[src/hdl/u8d_pkg.sv]
package u8d_pkg;

  localparam int unsigned CpWidth = 21;
  localparam int unsigned QueueDepthDefault = 4;

  localparam logic [CpWidth-1:0] Replacement = 21'h00FFFD;
  localparam logic [CpWidth-1:0] SurrogateLo = 21'h00D800;
  localparam logic [CpWidth-1:0] SurrogateHi = 21'h00DFFF;
  localparam logic [CpWidth-1:0] CpMax       = 21'h10FFFF;
  localparam logic [CpWidth-1:0] MinLen2     = 21'h000080;
  localparam logic [CpWidth-1:0] MinLen3     = 21'h000800;
  localparam logic [CpWidth-1:0] MinLen4     = 21'h010000;

  localparam logic [2:0] LenNone = 3'd0;
  localparam logic [2:0] Len2    = 3'd2;
  localparam logic [2:0] Len3    = 3'd3;
  localparam logic [2:0] Len4    = 3'd4;

  typedef enum logic [2:0] {
    CLS_ASCII,
    CLS_TRAIL,
    CLS_LEAD2,
    CLS_LEAD3,
    CLS_LEAD4,
    CLS_INVALID
  } byte_class_e;

  // One classified byte; data keeps the low seven bits of the raw byte.
  typedef struct packed {
    byte_class_e cls;
    logic [6:0]  data;
  } byte_rec_t;

  typedef struct packed {
    logic empty;
    logic full;
  } queue_stat_t;

endpackage

[src/hdl/u8d_front.sv]
module u8d_front
  import u8d_pkg::*;
(
  input  logic        in_valid_i,
  input  logic [7:0]  byte_in_i,
  input  queue_stat_t q_stat_i,
  output logic        in_stall_o,
  output logic        push_o,
  output byte_rec_t   rec_o
);

  byte_class_e cls;

  always_comb begin
    if (byte_in_i[7] == 1'b0) begin
      cls = CLS_ASCII;
    end else if (byte_in_i[7:6] == 2'b10) begin
      cls = CLS_TRAIL;
    end else if (byte_in_i[7:5] == 3'b110) begin
      cls = CLS_LEAD2;
    end else if (byte_in_i[7:4] == 4'b1110) begin
      cls = CLS_LEAD3;
    end else if (byte_in_i[7:3] == 5'b11110) begin
      cls = CLS_LEAD4;
    end else begin
      cls = CLS_INVALID;
    end
  end

  assign in_stall_o = q_stat_i.full;
  assign push_o     = in_valid_i && !q_stat_i.full;
  assign rec_o.cls  = cls;
  assign rec_o.data = byte_in_i[6:0];

endmodule

[src/hdl/u8d_queue.sv]
module u8d_queue
  import u8d_pkg::*;
#(
  parameter int unsigned Depth = QueueDepthDefault
) (
  input  logic        clk_i,
  input  logic        rst_ni,
  input  logic        push_i,
  input  byte_rec_t   rec_i,
  input  logic        pop_i,
  output byte_rec_t   rec_o,
  output queue_stat_t stat_o
);

  localparam int unsigned AddrW  = (Depth > 1) ? $clog2(Depth) : 1;
  localparam int unsigned CountW = $clog2(Depth + 1);

  byte_rec_t          mem_q [Depth];
  logic [AddrW-1:0]   wr_ptr_q, wr_ptr_d;
  logic [AddrW-1:0]   rd_ptr_q, rd_ptr_d;
  logic [CountW-1:0]  cnt_q, cnt_d;
  logic               do_push, do_pop;

  assign stat_o.empty = (cnt_q == '0);
  assign stat_o.full  = (cnt_q == CountW'(Depth));
  assign do_push      = push_i && !stat_o.full;
  assign do_pop       = pop_i && !stat_o.empty;
  assign rec_o        = mem_q[rd_ptr_q];

  always_comb begin
    wr_ptr_d = wr_ptr_q;
    rd_ptr_d = rd_ptr_q;
    cnt_d    = cnt_q;
    if (do_push) begin
      wr_ptr_d = (wr_ptr_q == AddrW'(Depth - 1)) ? '0 : wr_ptr_q + AddrW'(1);
    end
    if (do_pop) begin
      rd_ptr_d = (rd_ptr_q == AddrW'(Depth - 1)) ? '0 : rd_ptr_q + AddrW'(1);
    end
    if (do_push && !do_pop) begin
      cnt_d = cnt_q + CountW'(1);
    end else if (do_pop && !do_push) begin
      cnt_d = cnt_q - CountW'(1);
    end
  end

  always_ff @(posedge clk_i or negedge rst_ni) begin
    if (!rst_ni) begin
      wr_ptr_q <= '0;
      rd_ptr_q <= '0;
      cnt_q    <= '0;
    end else begin
      wr_ptr_q <= wr_ptr_d;
      rd_ptr_q <= rd_ptr_d;
      cnt_q    <= cnt_d;
    end
  end

  always_ff @(posedge clk_i) begin
    if (do_push) begin
      mem_q[wr_ptr_q] <= rec_i;
    end
  end

endmodule

[src/hdl/u8d_back.sv]
module u8d_back
  import u8d_pkg::*;
(
  input  logic               clk_i,
  input  logic               rst_ni,
  input  logic               rec_valid_i,
  input  byte_rec_t          rec_i,
  output logic               pop_o,
  output logic               out_valid_o,
  input  logic               out_stall_i,
  output logic [CpWidth-1:0] code_point_o,
  output logic               bad_sequence_o,
  output logic               last_of_run_o
);

  logic [CpWidth-1:0] part_q, part_d;
  logic [2:0]         exp_q, exp_d;
  logic [2:0]         seen_q, seen_d;
  logic               out_valid_q, out_valid_d;
  logic [CpWidth-1:0] cp_q, cp_d;
  logic               bad_q, bad_d;
  logic               last_q, last_d;

  logic               out_free, take, emit;
  logic [CpWidth-1:0] shifted;
  logic [2:0]         seen_inc;
  logic [CpWidth-1:0] min_val;
  logic               cp_ok;

  assign out_free = !out_valid_q || !out_stall_i;
  assign take     = rec_valid_i && out_free;
  assign shifted  = {part_q[CpWidth-7:0], rec_i.data[5:0]};
  assign seen_inc = seen_q + 3'd1;

  always_comb begin
    unique case (exp_q)
      Len2:    min_val = MinLen2;
      Len3:    min_val = MinLen3;
      default: min_val = MinLen4;
    endcase
  end

  assign cp_ok = (shifted >= min_val) && (shifted <= CpMax) &&
                 !((shifted >= SurrogateLo) && (shifted <= SurrogateHi));

  always_comb begin
    part_d = part_q;
    exp_d  = exp_q;
    seen_d = seen_q;
    emit   = 1'b0;
    pop_o  = 1'b0;
    cp_d   = cp_q;
    bad_d  = bad_q;
    last_d = last_q;
    if (take) begin
      if (exp_q != LenNone) begin
        if (rec_i.cls == CLS_TRAIL) begin
          pop_o = 1'b1;
          if (seen_inc >= exp_q) begin
            emit   = 1'b1;
            cp_d   = cp_ok ? shifted : Replacement;
            bad_d  = !cp_ok;
            last_d = 1'b1;
            part_d = '0;
            exp_d  = LenNone;
            seen_d = '0;
          end else begin
            part_d = shifted;
            seen_d = seen_inc;
          end
        end else begin
          // A non-trailing byte breaks the open sequence. The record stays at
          // the queue head and is handled again as a fresh start on the next take.
          // Only a new leader gives no second result.
          emit   = 1'b1;
          cp_d   = Replacement;
          bad_d  = 1'b1;
          last_d = (rec_i.cls == CLS_LEAD2) || (rec_i.cls == CLS_LEAD3) ||
                   (rec_i.cls == CLS_LEAD4);
          part_d = '0;
          exp_d  = LenNone;
          seen_d = '0;
        end
      end else begin
        pop_o = 1'b1;
        unique case (rec_i.cls)
          CLS_ASCII: begin
            emit   = 1'b1;
            cp_d   = {{(CpWidth-7){1'b0}}, rec_i.data};
            bad_d  = 1'b0;
            last_d = 1'b1;
          end
          CLS_LEAD2: begin
            part_d = {{(CpWidth-5){1'b0}}, rec_i.data[4:0]};
            exp_d  = Len2;
            seen_d = 3'd1;
          end
          CLS_LEAD3: begin
            part_d = {{(CpWidth-4){1'b0}}, rec_i.data[3:0]};
            exp_d  = Len3;
            seen_d = 3'd1;
          end
          CLS_LEAD4: begin
            part_d = {{(CpWidth-3){1'b0}}, rec_i.data[2:0]};
            exp_d  = Len4;
            seen_d = 3'd1;
          end
          default: begin
            emit   = 1'b1;
            cp_d   = Replacement;
            bad_d  = 1'b1;
            last_d = 1'b1;
          end
        endcase
      end
    end
    out_valid_d = out_free ? emit : out_valid_q;
  end

  always_ff @(posedge clk_i or negedge rst_ni) begin
    if (!rst_ni) begin
      part_q      <= '0;
      exp_q       <= LenNone;
      seen_q      <= '0;
      out_valid_q <= 1'b0;
    end else begin
      part_q      <= part_d;
      exp_q       <= exp_d;
      seen_q      <= seen_d;
      out_valid_q <= out_valid_d;
    end
  end

  always_ff @(posedge clk_i) begin
    if (emit) begin
      cp_q   <= cp_d;
      bad_q  <= bad_d;
      last_q <= last_d;
    end
  end

  assign out_valid_o    = out_valid_q;
  assign code_point_o   = cp_q;
  assign bad_sequence_o = bad_q;
  assign last_of_run_o  = last_q;

endmodule

[src/hdl/utf8_stream_decoder_core.sv]
// UTF-8 stream decoder: takes one byte per transaction and returns decoded
// code points, with U+FFFD and bad_sequence set for stray trailing bytes,
// invalid leaders, broken, overlong, surrogate or out-of-range sequences.
// The front end classifies each byte and writes it into a small queue; the
// back end gathers multi-byte sequences and drives a registered output. A
// byte is accepted every cycle while the queue is not full. A result leaves
// when it is complete and the output is not stalled. A non-trailing byte
// that breaks an open sequence holds the queue head for a second back-end
// pass (the replacement, then the fresh start), which the QueueDepth-entry
// queue absorbs. An unfinished sequence at stream end produces nothing.
module utf8_stream_decoder_core
  import u8d_pkg::*;
#(
  parameter int unsigned QueueDepth = QueueDepthDefault
) (
  input  logic               clk_i,
  input  logic               rst_ni,
  input  logic               in_valid_i,
  output logic               in_stall_o,
  input  logic [7:0]         byte_in_i,
  output logic               out_valid_o,
  input  logic               out_stall_i,
  output logic [CpWidth-1:0] code_point_o,
  output logic               bad_sequence_o,
  output logic               last_of_run_o
);

  queue_stat_t q_stat;
  byte_rec_t   push_rec, head_rec;
  logic        push, pop;

  u8d_front u_front (
    .in_valid_i (in_valid_i),
    .byte_in_i  (byte_in_i),
    .q_stat_i   (q_stat),
    .in_stall_o (in_stall_o),
    .push_o     (push),
    .rec_o      (push_rec)
  );

  u8d_queue #(
    .Depth (QueueDepth)
  ) u_queue (
    .clk_i  (clk_i),
    .rst_ni (rst_ni),
    .push_i (push),
    .rec_i  (push_rec),
    .pop_i  (pop),
    .rec_o  (head_rec),
    .stat_o (q_stat)
  );

  u8d_back u_back (
    .clk_i          (clk_i),
    .rst_ni         (rst_ni),
    .rec_valid_i    (!q_stat.empty),
    .rec_i          (head_rec),
    .pop_o          (pop),
    .out_valid_o    (out_valid_o),
    .out_stall_i    (out_stall_i),
    .code_point_o   (code_point_o),
    .bad_sequence_o (bad_sequence_o),
    .last_of_run_o  (last_of_run_o)
  );

`ifndef SYNTH
  // A new result can only come from a byte that was waiting in the queue.
  assert property (@(posedge clk_i) disable iff (!rst_ni)
    $rose(out_valid_o) |-> $past(!q_stat.empty))
    else $error("result appeared without a queued byte");

  // A clean result is never a surrogate and never above the code space.
  assert property (@(posedge clk_i) disable iff (!rst_ni)
    (out_valid_o && !bad_sequence_o) |->
      ((code_point_o <= CpMax) &&
       !((code_point_o >= SurrogateLo) && (code_point_o <= SurrogateHi))))
    else $error("clean result outside the valid code point range");

  // Only the replacement for a broken sequence is followed by a second result.
  assert property (@(posedge clk_i) disable iff (!rst_ni)
    (out_valid_o && !last_of_run_o) |-> (bad_sequence_o && (code_point_o == Replacement)))
    else $error("non-final result that is not a replacement");
`endif

endmodule
[config.mk]
export PLATFORM = sky130hd
export DESIGN_NAME = utf8_stream_decoder_core
export DESIGN_NICKNAME = d
export VERILOG_FILES = /design/src/hdl/u8d_pkg.sv /design/src/hdl/u8d_front.sv /design/src/hdl/u8d_queue.sv /design/src/hdl/u8d_back.sv /design/src/hdl/utf8_stream_decoder_core.sv
export SDC_FILE = /design/constraint.sdc
export NUM_CORES = 1
export LEC_CHECK = 0
export BUFFER_PORTS_ARGS = -buffer_cell sky130_fd_sc_hd__buf_2
export CAP_MARGIN = 10
export CORE_UTILIZATION = 50
export CTS_CLUSTER_DIAMETER = 150
export DETAILED_ROUTE_END_ITERATION = 12
export MAX_ROUTING_LAYER = met4
export PLACE_DENSITY = 0.71
export REMOVE_ABC_BUFFERS = 1
export SLEW_MARGIN = 20
export SYNTH_ARGS = -nofsm -noshare
export SYNTH_HDL_FRONTEND = slang
export SYNTH_SLANG_ARGS = --single-unit
[constraint.sdc]
create_clock -name clk_i -period 8.4 [get_ports clk_i]
set_clock_uncertainty 0.2 [all_clocks]
set_input_delay 2.52 -clock clk_i [delete_from_list [all_inputs] [get_ports clk_i]]
set_output_delay 2.52 -clock clk_i [all_outputs]
set_load 0.01 [all_outputs]
==> run summary <==
The flow ran to the end, and the final reports show no timing, DRC or antenna violations. After synthesis the cells add up to 0.00409 sq mm. The count of boundary I/O pins is 37. The area of the die came out at 0.00855 sq mm. The maximum vdd ir drop came out at 0.000149 V. The share of synthesized area occupied by flip-flops and latches is 64.0%. At the pin with the least slew margin, the transition time is 1.04 ns.

By startpoint and endpoint, the worst setup path is classified as in2reg. The remaining global-route overflow is 0. The setup slack after placement came out at 3.94 ns.

The synthesis-stage register bit count is 92. In this design, the largest share of critical-path delay is due to adder cells. The share of cells above drive strength 1 is 21.9%. The synthesized instance count came out at 298. The final max-slew violation count was 0. The worst path buffer plus inverter count came out at 2. The number of fill cells in the layout is 647. Setup violations remaining at the end of the flow were counted as 0. The number of rows created at floorplan came out at 32. The average wire length per cell after detail routing is 16.1 um. Headroom to the max-slew limit came out at 30.2%.

The post-CTS repair timing setup buffer count came out at 0. The cell chosen for the clock root is clkbuf_8. The number of buffers added by the clock tree synthesis step came out at 9. The global routing usage summed across all routing layers is 19.5%. The via count of the first global-routing pass came out at 2361. The starting density of the core came out at 52.4%.

The startpoint of the lowest-slack hold path is u_back.part_q[1]$_DFFE_PN0P_. For this block, the routed nets add up to 7160 um of wire. The largest individual stage delay along the critical path comes from the cell fa_1. Counting flops with a built-in enable in the synthesized netlist gives 63. The cell area after placement is 0.00439 sq mm. The number of synthesis warnings came out at 0.

The start of the worst register-to-register path is u_queue.rd_ptr_q[0]$_DFFE_PN0P_. Before antenna repair, the detailed router went through 4 iterations. Measured along the x axis, the die boundary spans 92.5 um. The number of nets in the final layout came out at 364. The total via count after detailed routing came out at 2399. Setup repair after global routing left no endpoint under its margin. The initial antenna violation count came out at 0.

Counting instances, the worst hold path has a depth of 2. The fmax is 245 MHz. The DRC violation total after the first TritonRoute iteration is 135. In this run the power density over the cells is 376 mW/mm^2. The critical path goes through buf_2 > nand2_1 > o31a_1 > nand2_1 > ha_1 > inv_1 > fa_1 > mux2_2. The worst-case hold slack is 0.336 ns. The maximum cell stage delay along the critical path came out at 0.41 ns. Adding up every negative setup slack in the final design gives 0 ns.

For flop-to-flop paths, the worst setup slack is 4.73 ns. The tool flagged a number of max-cap violations equal to 0. The detailed placer's ending HPWL is 4950 um. The final core area utilization came out at 58.7%. The hold violation count in the final report was 0. In this run the tool buffered the top-level ports with 36 buffer cells. The clock insertion delay at the later pin of the skew report came out at 0.37 ns. STA classifies the critical path endpoint as a register. The number of cells traversed by the worst register-to-register path is 5. The reported leakage power came out at 1.75 nW. The per-instance average area after synthesis is 13.7 sq um. The post-layout worst setup margin came out at 4.33 ns. The detail route stage leaves a number of antenna-violating nets equal to 0. The path with the worst hold slack has its endpoint at u_back.part_q[7]$_DFFE_PN0P_. The clock-pin slew of the registers on the worst-case setup and hold paths came out at 0.09 ns. The number of antenna cells inserted is 0. For the worst setup path, the data required time is 8.46 ns. The number of buffers on the longest clock path came out at 2. The area growth from synthesis to final layout is 12.1%. The detail-routed via count per cell came out at 5.39. The weighted congestion at the end of routability-driven global placement is 0.805. The worst min-delay path class is reg2reg. The number of gates given a new drive strength after cts came out at 0.

In this design, the critical path's most frequently occurring cell is nand2_1. The endpoint identified for the worst register-to-register timing path is u_back.code_point_o[3]$_DFFE_PP_. The type of origin of the critical path is a primary input.

The total non-filler cell area in the finished layout is 0.00459 sq mm. The clock sink count is 92. The final cycle utilization of the critical path came out at 48.5%. The most used flip-flop cell after synthesis is edfxtp_1. The core region is 0.00781 sq mm. The number of different library cells used by synthesis comes to 44.

The endpoint arrival time on the critical path came out at 4.13 ns. Of all nets on the critical path, the largest fanout is 6. The area occupied by multi-input gates came out at 0.00134 sq mm.

The share of flip-flops with an asynchronous set or reset after synthesis came out at 31.5%. Across the whole layout, storage elements account for 0.00262 sq mm. The maximum number of pins on one net before global-route repair came out at 30. The depth of the CTS H-tree came out at 3.

The die extent in y came out at 92.5 um. The minimum clock period after layout is 4.07 ns. The number of hold buffers added after cts is 0. The first-pass GRT wire length came out at 12000 um.

TritonCTS built the clock tree. In the routed design, unresolved DRC markers number 0.
## per-layer routing
layer / share of wire, % / global-route usage, % / up-vias / wire (um)
met2: 51 / 31.2 / 46 / 3630
met3: 2.9 / 3.20 / 14 / 209
met1: 44 / 24.6 / 1170 / 3140
met5: 0 / - / - / 0
met4: 2.4 / 8.59 / 0 / 175
li1: - / - / 1169 / -
## worst min-delay path: stages (launching register included)
cell	delay [ns]
dfrtp_1	0.38
nand2_1	0.06
mux2i_1	0.06
## area by class of cell
class	instances	share of cell area, %
Clock buffer	10	2.78
Inverter	25	2.05
Sequential cell	92	57.1
Tap cell	102	2.78
Clock inverter	6	1.58
Timing Repair Buffer	40	4.58
Multi-Input combinational cell	170	29.1
## placed cells by master (no fill, tap or decap), types with 3 or more instances in the layout
cell type and count:
edfxtp_1 63, buf_2 36, nand2_1 29, dfrtp_1 29, inv_1 25, o21ai_0 15
mux2i_1 15, a21oi_1 13, ha_1 13, nor2_1 11, mux4_2 10, and2_1 9
clkbuf_8 9, o21bai_1 5, nor2b_1 4, buf_4 4, nor3_1 3, nand3_1 3
xor2_1 3, mux2_2 3
## cell families (layout without fill, tap and decap cells)
family / after synthesis / count (layout) / synth area share (%)
DFF: 92 / 92 / 64.0
and+or+nand+nor: 76 / 76 / 9.42
AOI/OAI and AO/OA: 47 / 47 / 7.28
buffers and inverters: 36 / 81 / 3.79
muxes: 28 / 28 / 10.0
adders and majority gates: 14 / 14 / 4.46
xor gates and xnor gates: 5 / 5 / 1.07
## how the worst max path moves through the flow
stage / startpoint / slack [ns] / end / depth (start not counted)
final: out_stall_i / 4.33 / u_queue.cnt_q[1]$_DFFE_PN0P_ / 8
after global placement: in_valid_i / 4.04 / u_queue.cnt_q[2]$_DFFE_PN0P_ / 8
after global routing: in_valid_i / 4.18 / u_queue.cnt_q[2]$_DFFE_PN0P_ / 8
after CTS: out_stall_i / 4.34 / u_queue.cnt_q[1]$_DFFE_PN0P_ / 8
after detailed placement: out_stall_i / 3.94 / u_queue.cnt_q[1]$_DFFE_PN0P_ / 8
after floorplan: out_stall_i / 3.38 / u_back.bad_sequence_o$_DFFE_PP_ / 3
## flip-flops by register name, indices dropped and copies added, names as in the netlist
name and cells:
u_back.seen_q 3, u_back.code_point_o 21, u_queue.mem_q 40, u_back.out_valid_o 1
u_queue.cnt_q 3, u_back.exp_q 3, u_queue.wr_ptr_q 2, u_back.part_q 15
u_back.bad_sequence_o 1, u_queue.rd_ptr_q 2, u_back.last_of_run_o 1
## cell usage after synthesis, drive strengths merged, types with 3 or more instances
master / count / share of area, %
dfrtp: 29 / 18
nor3: 5 / 0.73
and2: 9 / 1.4
nor2b: 4 / 0.61
mux2i: 15 / 3.7
xor2: 3 / 0.64
edfxtp: 63 / 46
mux2: 3 / 0.83
nor2: 11 / 1.0
o21ai: 15 / 1.8
inv: 25 / 2.3
buf: 7 / 1.1
a21oi: 13 / 1.6
clkbuf: 4 / 0.37
nor4: 3 / 0.46
mux4: 10 / 5.5
nand2: 29 / 2.7
nand3: 3 / 0.37
o21bai: 5 / 0.92
ha: 13 / 4.0
## power by group
part | switching, mW | total, mW | internal (mW) | leakage, nW
Sequential | 0.0836 | 0.738 | 0.655 | 0.933
Clock | 0.159 | 0.300 | 0.141 | 0.0975
Combinational | 0.403 | 0.688 | 0.285 | 0.718
## through the flow
step | cells | total power, mW
after floorplan | 287 | 1.23
after global placement | 429 | 1.42
after detailed placement | 429 | 1.45
after CTS | 445 | 1.75
after global routing | 445 | 1.85
final | 445 | 1.73
Note: power is estimated with default switching activity, not from simulation.
